File: config.mk
export PLATFORM = sky130hd
export DESIGN_NAME = string_hash_64_stream
export DESIGN_NICKNAME = d
export VERILOG_FILES = /design/src/rtl/shash64_pkg.sv /design/src/rtl/shash64_accum.sv /design/src/rtl/shash64_final.sv /design/src/rtl/string_hash_64_stream.sv
export SDC_FILE = /design/constraint.sdc
export NUM_CORES = 2
export LEC_CHECK = 0
export ABC_AREA = 1
export BUFFER_PORTS_ARGS = -buffer_cell sky130_fd_sc_hd__buf_2
export CELL_PAD_IN_SITES_DETAIL_PLACEMENT = 1
export CELL_PAD_IN_SITES_GLOBAL_PLACEMENT = 1
export CORE_ASPECT_RATIO = 2
export CORE_MARGIN = 2
export CORE_UTILIZATION = 48
export DETAILED_ROUTE_END_ITERATION = 16
export HOLD_SLACK_MARGIN = 0.05
export PLACE_DENSITY_LB_ADDON = 0.1
export RECOVER_POWER = 25
export REMOVE_ABC_BUFFERS = 1
export SLEW_MARGIN = 0
export SYNTH_ARGS = -nofsm -noshare
export SYNTH_HDL_FRONTEND = slang
export SYNTH_SLANG_ARGS = --single-unit
File: constraint.sdc
create_clock -name clk -period 10.6 [get_ports clk]
set_input_delay 1.59 -clock clk [delete_from_list [all_inputs] [get_ports clk]]
set_output_delay 1.59 -clock clk [all_outputs]
set_load 0.02 [all_outputs]
File: src/rtl/shash64_pkg.sv
// shash64_pkg: shared types and mixing functions for the streaming 64-bit string hash.
// Used by shash64_accum, shash64_final and string_hash_64_stream. No dependencies.
`default_nettype none

package shash64_pkg;

	localparam int unsigned HashW = 64;
	localparam int unsigned LenW  = 32;
	localparam int unsigned PendW = 24;

	localparam logic [HashW-1:0] FinalOffset = 64'h0000_0000_1000_0000;

	// Tail byte counts
	localparam logic [1:0] TailNone  = 2'd0;
	localparam logic [1:0] TailOne   = 2'd1;
	localparam logic [1:0] TailTwo   = 2'd2;
	localparam logic [1:0] TailThree = 2'd3;

	// Finished string handed from the accumulator to the finishing pipeline
	typedef struct packed {
		logic [HashW-1:0] acc;
		logic [PendW-1:0] pend;
		logic [1:0]       count;
		logic             empty;
	} tail_t;

	function automatic logic [HashW-1:0] sext8(input logic [7:0] b);
		return {{(HashW-8){b[7]}}, b};
	endfunction

	// Four-byte group: two little-endian 16-bit halves
	function automatic logic [HashW-1:0] mix_group(input logic [HashW-1:0] h_in,
			input logic [15:0] lo16, input logic [15:0] hi16);
		logic [HashW-1:0] h;
		logic [HashW-1:0] t;
		h = h_in + {48'd0, lo16};
		t = ({48'd0, hi16} << 11) ^ h;
		h = (h << 16) ^ t;
		h = h + (h >> 11);
		return h;
	endfunction

	// Leftover 1..3 bytes
	function automatic logic [HashW-1:0] mix_tail(input logic [HashW-1:0] h_in,
			input logic [PendW-1:0] bytes, input logic [1:0] count);
		logic [HashW-1:0] h;
		h = h_in;
		case (count)
			TailThree: begin
				h = h + {48'd0, bytes[15:0]};
				h = h ^ (h << 16);
				h = h ^ (sext8(bytes[23:16]) << 18);
				h = h + (h >> 11);
			end
			TailTwo: begin
				h = h + {48'd0, bytes[15:0]};
				h = h ^ (h << 11);
				h = h + (h >> 17);
			end
			TailOne: begin
				h = h + sext8(bytes[7:0]);
				h = h ^ (h << 10);
				h = h + (h >> 1);
			end
			default: h = h_in;
		endcase
		return h;
	endfunction

	// Avalanche, first four steps
	function automatic logic [HashW-1:0] avalanche_a(input logic [HashW-1:0] h_in);
		logic [HashW-1:0] h;
		h = h_in ^ (h_in << 3);
		h = h + (h >> 5);
		h = h ^ (h << 4);
		h = h + (h >> 17);
		return h;
	endfunction

	// Avalanche, last two steps and the final offset
	function automatic logic [HashW-1:0] avalanche_b(input logic [HashW-1:0] h_in);
		logic [HashW-1:0] h;
		h = h_in ^ (h_in << 25);
		h = h + (h >> 6);
		return h + FinalOffset;
	endfunction

endpackage

`default_nettype wire

File: src/rtl/shash64_accum.sv
// shash64_accum: input register and per-byte accumulator update (group mix every fourth byte).
// Depends on shash64_pkg.
`default_nettype none

module shash64_accum (
	input  logic                          clk,
	input  logic                          arst_n,
	input  logic                          advance,
	input  logic                          byte_valid,
	input  logic [7:0]                    byte_value,
	input  logic [shash64_pkg::LenW-1:0]  string_length,
	input  logic                          last_byte,
	output logic                          valid_s2,
	output shash64_pkg::tail_t            tail_s2
);
	import shash64_pkg::*;

	logic             valid_s1;
	logic [7:0]       byte_s1;
	logic [LenW-1:0]  len_s1;
	logic             last_s1;

	logic [HashW-1:0] acc_q;
	logic [PendW-1:0] pend_q;
	logic [1:0]       pos_q;
	logic             start_q;

	logic             empty;
	logic             emit;
	logic [HashW-1:0] acc_base;
	logic [PendW-1:0] pend_base;
	logic [1:0]       pos_base;
	logic [HashW-1:0] acc_n;
	logic [PendW-1:0] pend_n;
	logic [1:0]       pos_n;

	// Input register
	always_ff @(posedge clk or negedge arst_n) begin
		if (!arst_n) begin
			valid_s1 <= 1'b0;
		end else if (advance) begin
			valid_s1 <= byte_valid;
		end
	end

	always_ff @(posedge clk) begin
		if (advance) begin
			byte_s1 <= byte_value;
			len_s1  <= string_length;
			last_s1 <= last_byte;
		end
	end

	// Next accumulator: seed on first byte, buffer bytes, mix on the fourth
	always_comb begin
		empty     = start_q && (len_s1 == '0);
		emit      = empty || last_s1;
		acc_base  = start_q ? {{(HashW-LenW){1'b0}}, len_s1} : acc_q;
		pend_base = start_q ? '0 : pend_q;
		pos_base  = start_q ? TailNone : pos_q;
		acc_n     = acc_base;
		pend_n    = pend_base;
		pos_n     = pos_base + 2'd1;
		case (pos_base)
			TailNone: pend_n[7:0]   = byte_s1;
			TailOne:  pend_n[15:8]  = byte_s1;
			TailTwo:  pend_n[23:16] = byte_s1;
			default: begin
				acc_n  = mix_group(acc_base, pend_base[15:0], {byte_s1, pend_base[23:16]});
				pend_n = '0;
				pos_n  = TailNone;
			end
		endcase
	end

	// String state
	always_ff @(posedge clk or negedge arst_n) begin
		if (!arst_n) begin
			acc_q   <= '0;
			pend_q  <= '0;
			pos_q   <= TailNone;
			start_q <= 1'b1;
		end else if (advance && valid_s1 && !empty) begin
			if (last_s1) begin
				acc_q   <= '0;
				pend_q  <= '0;
				pos_q   <= TailNone;
				start_q <= 1'b1;
			end else begin
				acc_q   <= acc_n;
				pend_q  <= pend_n;
				pos_q   <= pos_n;
				start_q <= 1'b0;
			end
		end
	end

	// Hand-off of a finished string
	always_ff @(posedge clk or negedge arst_n) begin
		if (!arst_n) begin
			valid_s2 <= 1'b0;
		end else if (advance) begin
			valid_s2 <= valid_s1 && emit;
		end
	end

	always_ff @(posedge clk) begin
		if (advance) begin
			tail_s2.acc   <= acc_n;
			tail_s2.pend  <= pend_n;
			tail_s2.count <= pos_n;
			tail_s2.empty <= empty;
		end
	end

`ifndef SYNTHESIS
	// a final beat always leaves the block at a string start
	a_last_restarts: assert property (@(posedge clk) disable iff (!arst_n)
		(advance && valid_s1 && last_s1) |=> start_q)
		else $error("string state not cleared after final beat");

	// an empty string gives a result and keeps the block at a string start
	a_empty_result: assert property (@(posedge clk) disable iff (!arst_n)
		(advance && valid_s1 && start_q && (len_s1 == '0)) |=>
		(valid_s2 && tail_s2.empty && start_q))
		else $error("empty string not passed on as a result");

	// the group buffer is clear whenever it holds no bytes
	a_pend_clean: assert property (@(posedge clk) disable iff (!arst_n)
		(pos_q == TailNone) |-> (pend_q == '0))
		else $error("stale bytes in group buffer");
`endif

endmodule

`default_nettype wire

File: src/rtl/shash64_final.sv
// shash64_final: tail-mix stage, first avalanche stage and the result register, which takes the second avalanche half.
// Depends on shash64_pkg.
`default_nettype none

module shash64_final (
	input  logic                          clk,
	input  logic                          arst_n,
	input  logic                          advance,
	input  logic                          valid_s2,
	input  shash64_pkg::tail_t            tail_s2,
	output logic                          hash_valid,
	output logic [shash64_pkg::HashW-1:0] hash_value
);
	import shash64_pkg::*;

	logic             valid_s3;
	logic             valid_s4;
	logic             empty_s3;
	logic             empty_s4;
	logic [HashW-1:0] acc_s3;
	logic [HashW-1:0] acc_s4;
	logic             hash_valid_q;
	logic [HashW-1:0] hash_q;

	// Valid flags along the finishing pipeline
	always_ff @(posedge clk or negedge arst_n) begin
		if (!arst_n) begin
			valid_s3     <= 1'b0;
			valid_s4     <= 1'b0;
			hash_valid_q <= 1'b0;
		end else if (advance) begin
			valid_s3     <= valid_s2;
			valid_s4     <= valid_s3;
			hash_valid_q <= valid_s4;
		end
	end

	// Tail mix, avalanche halves, empty strings forced to zero
	always_ff @(posedge clk) begin
		if (advance) begin
			acc_s3   <= mix_tail(tail_s2.acc, tail_s2.pend, tail_s2.count);
			empty_s3 <= tail_s2.empty;
			acc_s4   <= avalanche_a(acc_s3);
			empty_s4 <= empty_s3;
			hash_q   <= empty_s4 ? '0 : avalanche_b(acc_s4);
		end
	end

	assign hash_valid = hash_valid_q;
	assign hash_value = hash_q;

`ifndef SYNTHESIS
	// a result in the last stage reaches the output register when the pipe moves
	a_s4_to_out: assert property (@(posedge clk) disable iff (!arst_n)
		(advance && valid_s4) |=> hash_valid_q)
		else $error("result lost between last stage and output");

	// pipeline only frozen while a result is waiting at the output
	a_hold_reason: assert property (@(posedge clk) disable iff (!arst_n)
		!advance |-> hash_valid_q)
		else $error("pipeline stalled with empty output register");
`endif

endmodule

`default_nettype wire

File: src/rtl/string_hash_64_stream.sv
// string_hash_64_stream: streaming 64-bit SuperFastHash-style string hash, one byte per beat.
// A final byte or empty string passes input, hand-off, tail-mix, avalanche and output registers.
// Throughput: one byte per cycle unless held; the group mix sits in the accumulator feedback loop.
// The whole pipeline holds only while a result waits at the output register.
// Reset (arst_n low, asynchronous): pipeline emptied, block waits for the first byte of a string.
// Depends on shash64_pkg, shash64_accum, shash64_final.
`default_nettype none

module string_hash_64_stream (
	input  logic                          clk,
	input  logic                          arst_n,
	input  logic                          byte_valid,
	output logic                          byte_ready,
	input  logic [7:0]                    byte_value,
	input  logic [shash64_pkg::LenW-1:0]  string_length,
	input  logic                          last_byte,
	output logic                          hash_valid,
	input  logic                          hash_ready,
	output logic [shash64_pkg::HashW-1:0] hash_value
);
	import shash64_pkg::*;

	logic  advance;
	logic  valid_s2;
	tail_t tail_s2;

	// Pipeline moves unless a result sits unclaimed at the output
	assign advance    = !hash_valid || hash_ready;
	assign byte_ready = advance;

	shash64_accum u_accum (
		.clk           (clk),
		.arst_n        (arst_n),
		.advance       (advance),
		.byte_valid    (byte_valid),
		.byte_value    (byte_value),
		.string_length (string_length),
		.last_byte     (last_byte),
		.valid_s2      (valid_s2),
		.tail_s2       (tail_s2)
	);

	shash64_final u_final (
		.clk        (clk),
		.arst_n     (arst_n),
		.advance    (advance),
		.valid_s2   (valid_s2),
		.tail_s2    (tail_s2),
		.hash_valid (hash_valid),
		.hash_value (hash_value)
	);

endmodule

`default_nettype wire

==> results.py, run 1 <==
metrics = {
    "run_status": {
        "status": "aborted with a tool error",
        "stop_stage": "global routing (5_1_grt)",
        "error_line": "[ERROR GRT-0116] Global routing finished with congestion. Check the congestion regions in the DRC Viewer.",
    },
    "cts": {
        "htreeDepth": 2,
        "cts_made_buffers": 45,
        "cts.sinks": 422,
        "clockBufferDepth": 3,
        "postCtsResizedCells": 0,
        "cts.root.buffer_cell": "clkbuf_16",
        "cts_hold_buf": 0,
        "post-cts-setup-buffer-count": 0,
    },
    "yosys": {
        "yosysMostFrequentCell": "nand2_1",
        "avgSynthCellArea_um2": 6.65,
        "async_reset_ff_share_pct": 22.7,
        "netlist_instances": 8277,
        "synth_area_leaders": "edfxtp_1 (18%), nand2_1 (13%), ha_1 (12%), xor2_1 (7.6%), inv_1 (7.4%)",
        "yosys.area.top_type": "edfxtp_1",
        "ys_seq_elements": 422,
        "synth_seq_area_share_pct": 22.2,
        "ys_warn_count": 0,
        "synth_common_cells": "nand2_1 (1,917), inv_1 (1,084), nor2_1 (839)",
        "synth_top_area_share_pct": 17.8,
        "synthFlopType": "edfxtp_1",
        "synth_edf_count": 326,
        "netlist_area_mm2": 0.0550,
        "ys_types": 71,
    },
    "grt": {
        "grt_first_pass_wirelength_mm": 667,
        "first_global_vias": 84330,
        "grt_use_total_pct": 74.6,
        "gr-total-overflow": 2135,
        "grt_max_degree": 98,
    },
    "placement": {
        "dpl.hpwl_mm": 270,
        "portBuffers": 110,
        "place_congestion": 1.28,
    },
    "floorplan": {
        "initial_core_util_pct": 48.4,
        "num_rows": 175,
        "ios": 111,
        "dieWidth_um": 243,
        "die_h_um": 483,
    },
}
[per-layer routing]
metal / GRT overflow / GRT usage, %
met5: 5 / 22.3
met4: 580 / 85.1
met3: 62 / 52.7
met2: 1443 / 100
met1: 45 / 67.3
[cells by family after synthesis]
logic type               count (synthesis)  synth area share, %
flip-flops                             422                 22.2
buffers and inverters                 1185                 8.22
AND/OR/NAND/NOR                       3576                 27.3
XOR/XNOR                               686                 11.0
adder cells (fa/ha/maj)                539                 12.4
AO/OA/AOI/OAI                         1869                 18.9
[metrics by stage]
| step | instances | instance area (um2) | setup slack, ns | hold slack, ns | util [%] |
|---|---|---|---|---|---|
| CTS | 9942 | 59100 | 1.60 | 0.447 | 52.0 |
| detailed placement | 9860 | 57500 | 1.70 | 0.431 | 50.6 |
| global placement | 9859 | 57500 | 1.92 | 0.401 | 50.6 |
| floorplan | 8184 | 54600 | 0.876 | 0.400 | - |
==> run 2, diff against run 1 <==
--- a/config.mk
+++ b/config.mk
@@ -7,14 +7,10 @@
 export LEC_CHECK = 0
 export ABC_AREA = 1
 export BUFFER_PORTS_ARGS = -buffer_cell sky130_fd_sc_hd__buf_2
-export CELL_PAD_IN_SITES_DETAIL_PLACEMENT = 1
-export CELL_PAD_IN_SITES_GLOBAL_PLACEMENT = 1
-export CORE_ASPECT_RATIO = 2
 export CORE_MARGIN = 2
-export CORE_UTILIZATION = 48
+export CORE_UTILIZATION = 40
 export DETAILED_ROUTE_END_ITERATION = 16
-export HOLD_SLACK_MARGIN = 0.05
-export PLACE_DENSITY_LB_ADDON = 0.1
+export PLACE_DENSITY_LB_ADDON = 0.15
 export RECOVER_POWER = 25
 export REMOVE_ABC_BUFFERS = 1
 export SLEW_MARGIN = 0
==> results.py, run 2 <==
metrics = {
    "layout": {
        "area_delta_synth_final_pct": 8.15,
        "drive_above_1_share_pct": 4.35,
        "stdcell_area_mm2": 0.0595,
        "final_common_cell": "nand2_1",
        "finalNetCount": 8980,
        "largest_reg_flops": 91,
        "mostFrequentLayoutCells": "nand2_1 (1,917), inv_1 (1,081), nor2_1 (835), a21oi_1 (810), o21ai_0 (586)",
        "top_register": "u_accum.tail_s2",
        "final_core_util_pct": 43.4,
    },
    "worst_setup_path": {
        "cp-end-kind": "flip-flop",
        "crit_fanout": 71,
        "r2r_setup_slack_ns": 1.22,
        "arrival_ns": 9.74,
        "crit_required_ns": 10.95,
        "critPathMaxStageDelay_ns": 1.88,
        "cp_slowest_cell": "clkbuf_1",
        "start_kind": "flip-flop",
        "path_class": "reg2reg",
        "path_cells": "clkbuf_1 > nor2_1 > ha_1 > nand2_1 > nor2_1 > nand2_1 > nand2_1 > xor2_1 > xor2_1 > ha_1 > a21oi_1 > nand2_1 > a21oi_1 > o21ai_0 > a21oi_1 > o21ai_0 > a21oi_1 > o21ai_0 > a21boi_0 > xor2_1 > o21ai_0",
        "critPathTopFamily": "compound AO/OA/AOI/OAI gates",
        "path_buf_inv": 1,
    },
    "flow_run": {
        "maxCapViolations": 4,
    },
    "detailed_routing": {
        "antenna_left": 0,
        "drt_iter0_drc": 6008,
        "dr_total_vias": 59137,
        "drt-total-wl_mm": 254,
        "dr.pass1.iters": 6,
        "avgRoutedWirePerCell_um": 24.8,
        "drc_errors": 0,
        "via_per_inst": 5.78,
    },
    "cts": {
        "cts.root.buffer_cell": "clkbuf_16",
        "clk_latency_ns": 0.67,
        "clockBufferDepth": 3,
        "cts.sinks": 422,
        "cts_made_buffers": 53,
        "post-cts-setup-buffer-count": 0,
        "htreeDepth": 2,
        "cts_hold_buf": 0,
        "cts_tree": "yes",
        "clkTransAtPathRegs_ns": 0.06,
        "postCtsResizedCells": 0,
    },
    "yosys": {
        "synthFlopType": "edfxtp_1",
        "async_reset_ff_share_pct": 22.7,
        "synth_top_area_share_pct": 17.8,
        "synth_common_cells": "nand2_1 (1,917), inv_1 (1,084), nor2_1 (839)",
        "ys_warn_count": 0,
        "netlist_instances": 8277,
        "synth_seq_area_share_pct": 22.2,
        "ys_types": 71,
        "netlist_area_mm2": 0.0550,
        "avgSynthCellArea_um2": 6.65,
        "ys_seq_elements": 422,
        "yosys.area.top_type": "edfxtp_1",
        "yosysMostFrequentCell": "nand2_1",
        "synth_edf_count": 326,
        "synth_area_leaders": "edfxtp_1 (18%), nand2_1 (13%), ha_1 (12%), xor2_1 (7.6%), inv_1 (7.4%)",
    },
    "run_status": {
        "status": "finished, violations left",
        "violations": "max-capacitance violations, max-slew violations",
    },
    "grt": {
        "grt_first_pass_wirelength_mm": 368,
        "first_global_vias": 56236,
        "gr-total-overflow": 0,
        "grt_max_degree": 150,
        "antenna_found_initial": 3,
        "grt_use_total_pct": 35.0,
    },
    "placement": {
        "place_congestion": 1.07,
        "dpl.hpwl_mm": 214,
        "postPlaceCellArea_mm2": 0.0578,
        "portBuffers": 110,
    },
    "sta": {
        "period_share_pct": 88.5,
        "drv_slew": 213,
        "final_hold_viol_count": 0,
        "setup_viol": 0,
        "worst_slew_pin_slew_ns": 3.94,
        "skew_ns": 0.0413,
        "fmax_ghz": 0.107,
        "layout_min_cycle_time_ns": 9.38,
        "tns_ns": 0,
        "rsz0062_at_grt": "false",
        "slew_headroom_pct": -163,
    },
    "floorplan": {
        "dieWidth_um": 375,
        "die_h_um": 375,
        "core_area_mm2": 0.137,
        "fp.dieArea_mm2": 0.140,
        "ios": 111,
        "initial_core_util_pct": 40.2,
        "num_rows": 136,
    },
    "hold_path": {
        "hold_class": "reg2reg",
    },
}
## run 2: per-stage QoR
stage | hold slack, ns | instances | worst slack [ns]
3_5_place_dp | 0.405 | 10135 | 2.46
2_1_floorplan | 0.400 | 8184 | 0.876
3_3_place_gp | 0.404 | 10135 | 2.59
5_1_grt | 0.430 | 10233 | 0.859
4_1_cts | 0.419 | 10233 | 2.36
6_report | 0.418 | 10237 | 1.22
## run 2: logic make-up (layout without fill, tap and decap cells)
kind of cell / Yosys count / after routing / synth area share, %
fa+ha+maj: 539 / 539 / 12.4
xor+xnor: 686 / 686 / 11.0
simple gates: 3576 / 3576 / 27.3
buf+inv: 1185 / 1347 / 8.22
flops: 422 / 422 / 22.2
other cells: 0 / 4 / 0
compound gates: 1869 / 1869 / 18.9
## run 2: worst reg2reg max path, delay by kind of cell, from the launching register on
| kind | cells | cell delay, ns |
|---|---|---|
| DFF | 1 | 1.05 |
| AOI/OAI and AO/OA | 9 | 2.96 |
| and+or+nand+nor | 6 | 1.24 |
| buffers and inverters | 1 | 1.88 |
| adders and majority gates | 2 | 0.99 |
| xor gates and xnor gates | 3 | 0.94 |
## run 2: metal layers
layer,track usage [%],wire [um]
met1,46.4,108000
met2,56.1,112000
met5,0,13
met4,16.1,13600
met3,5.17,19800
## run 2: path summary, 6_finish.rpt
kind | from | endpoint | depth (start not counted)
min | u_final.empty_s3 | u_final.empty_s4 | 0
min reg2reg | u_final.empty_s3 | u_final.empty_s4 | 0
max | u_accum.start_q | u_accum.tail_s2[63] | 21
max in group asynchronous | arst_n | u_accum.pend_q[23] | 2
max reg2reg | u_accum.start_q | u_accum.tail_s2[63] | 21
min in group asynchronous | arst_n | u_accum.valid_s1 | 1
## run 2: cell type report
| type | instances | area [um2] |
|---|---|---|
| multi-input combinational | 6670 | 38300 |
| clock inverter | 33 | 317 |
| inverter | 1092 | 4100 |
| sequential | 422 | 12200 |
| clock buffer | 65 | 1400 |
| fill | 14734 | 77500 |
| tap | 1794 | 2240 |
| antenna | 4 | 10.0 |
| timing repair buffer | 157 | 900 |
Power of run 2 is not shown: default switching activity piles up to over one toggle a cycle in this logic, so the estimate is an artifact.
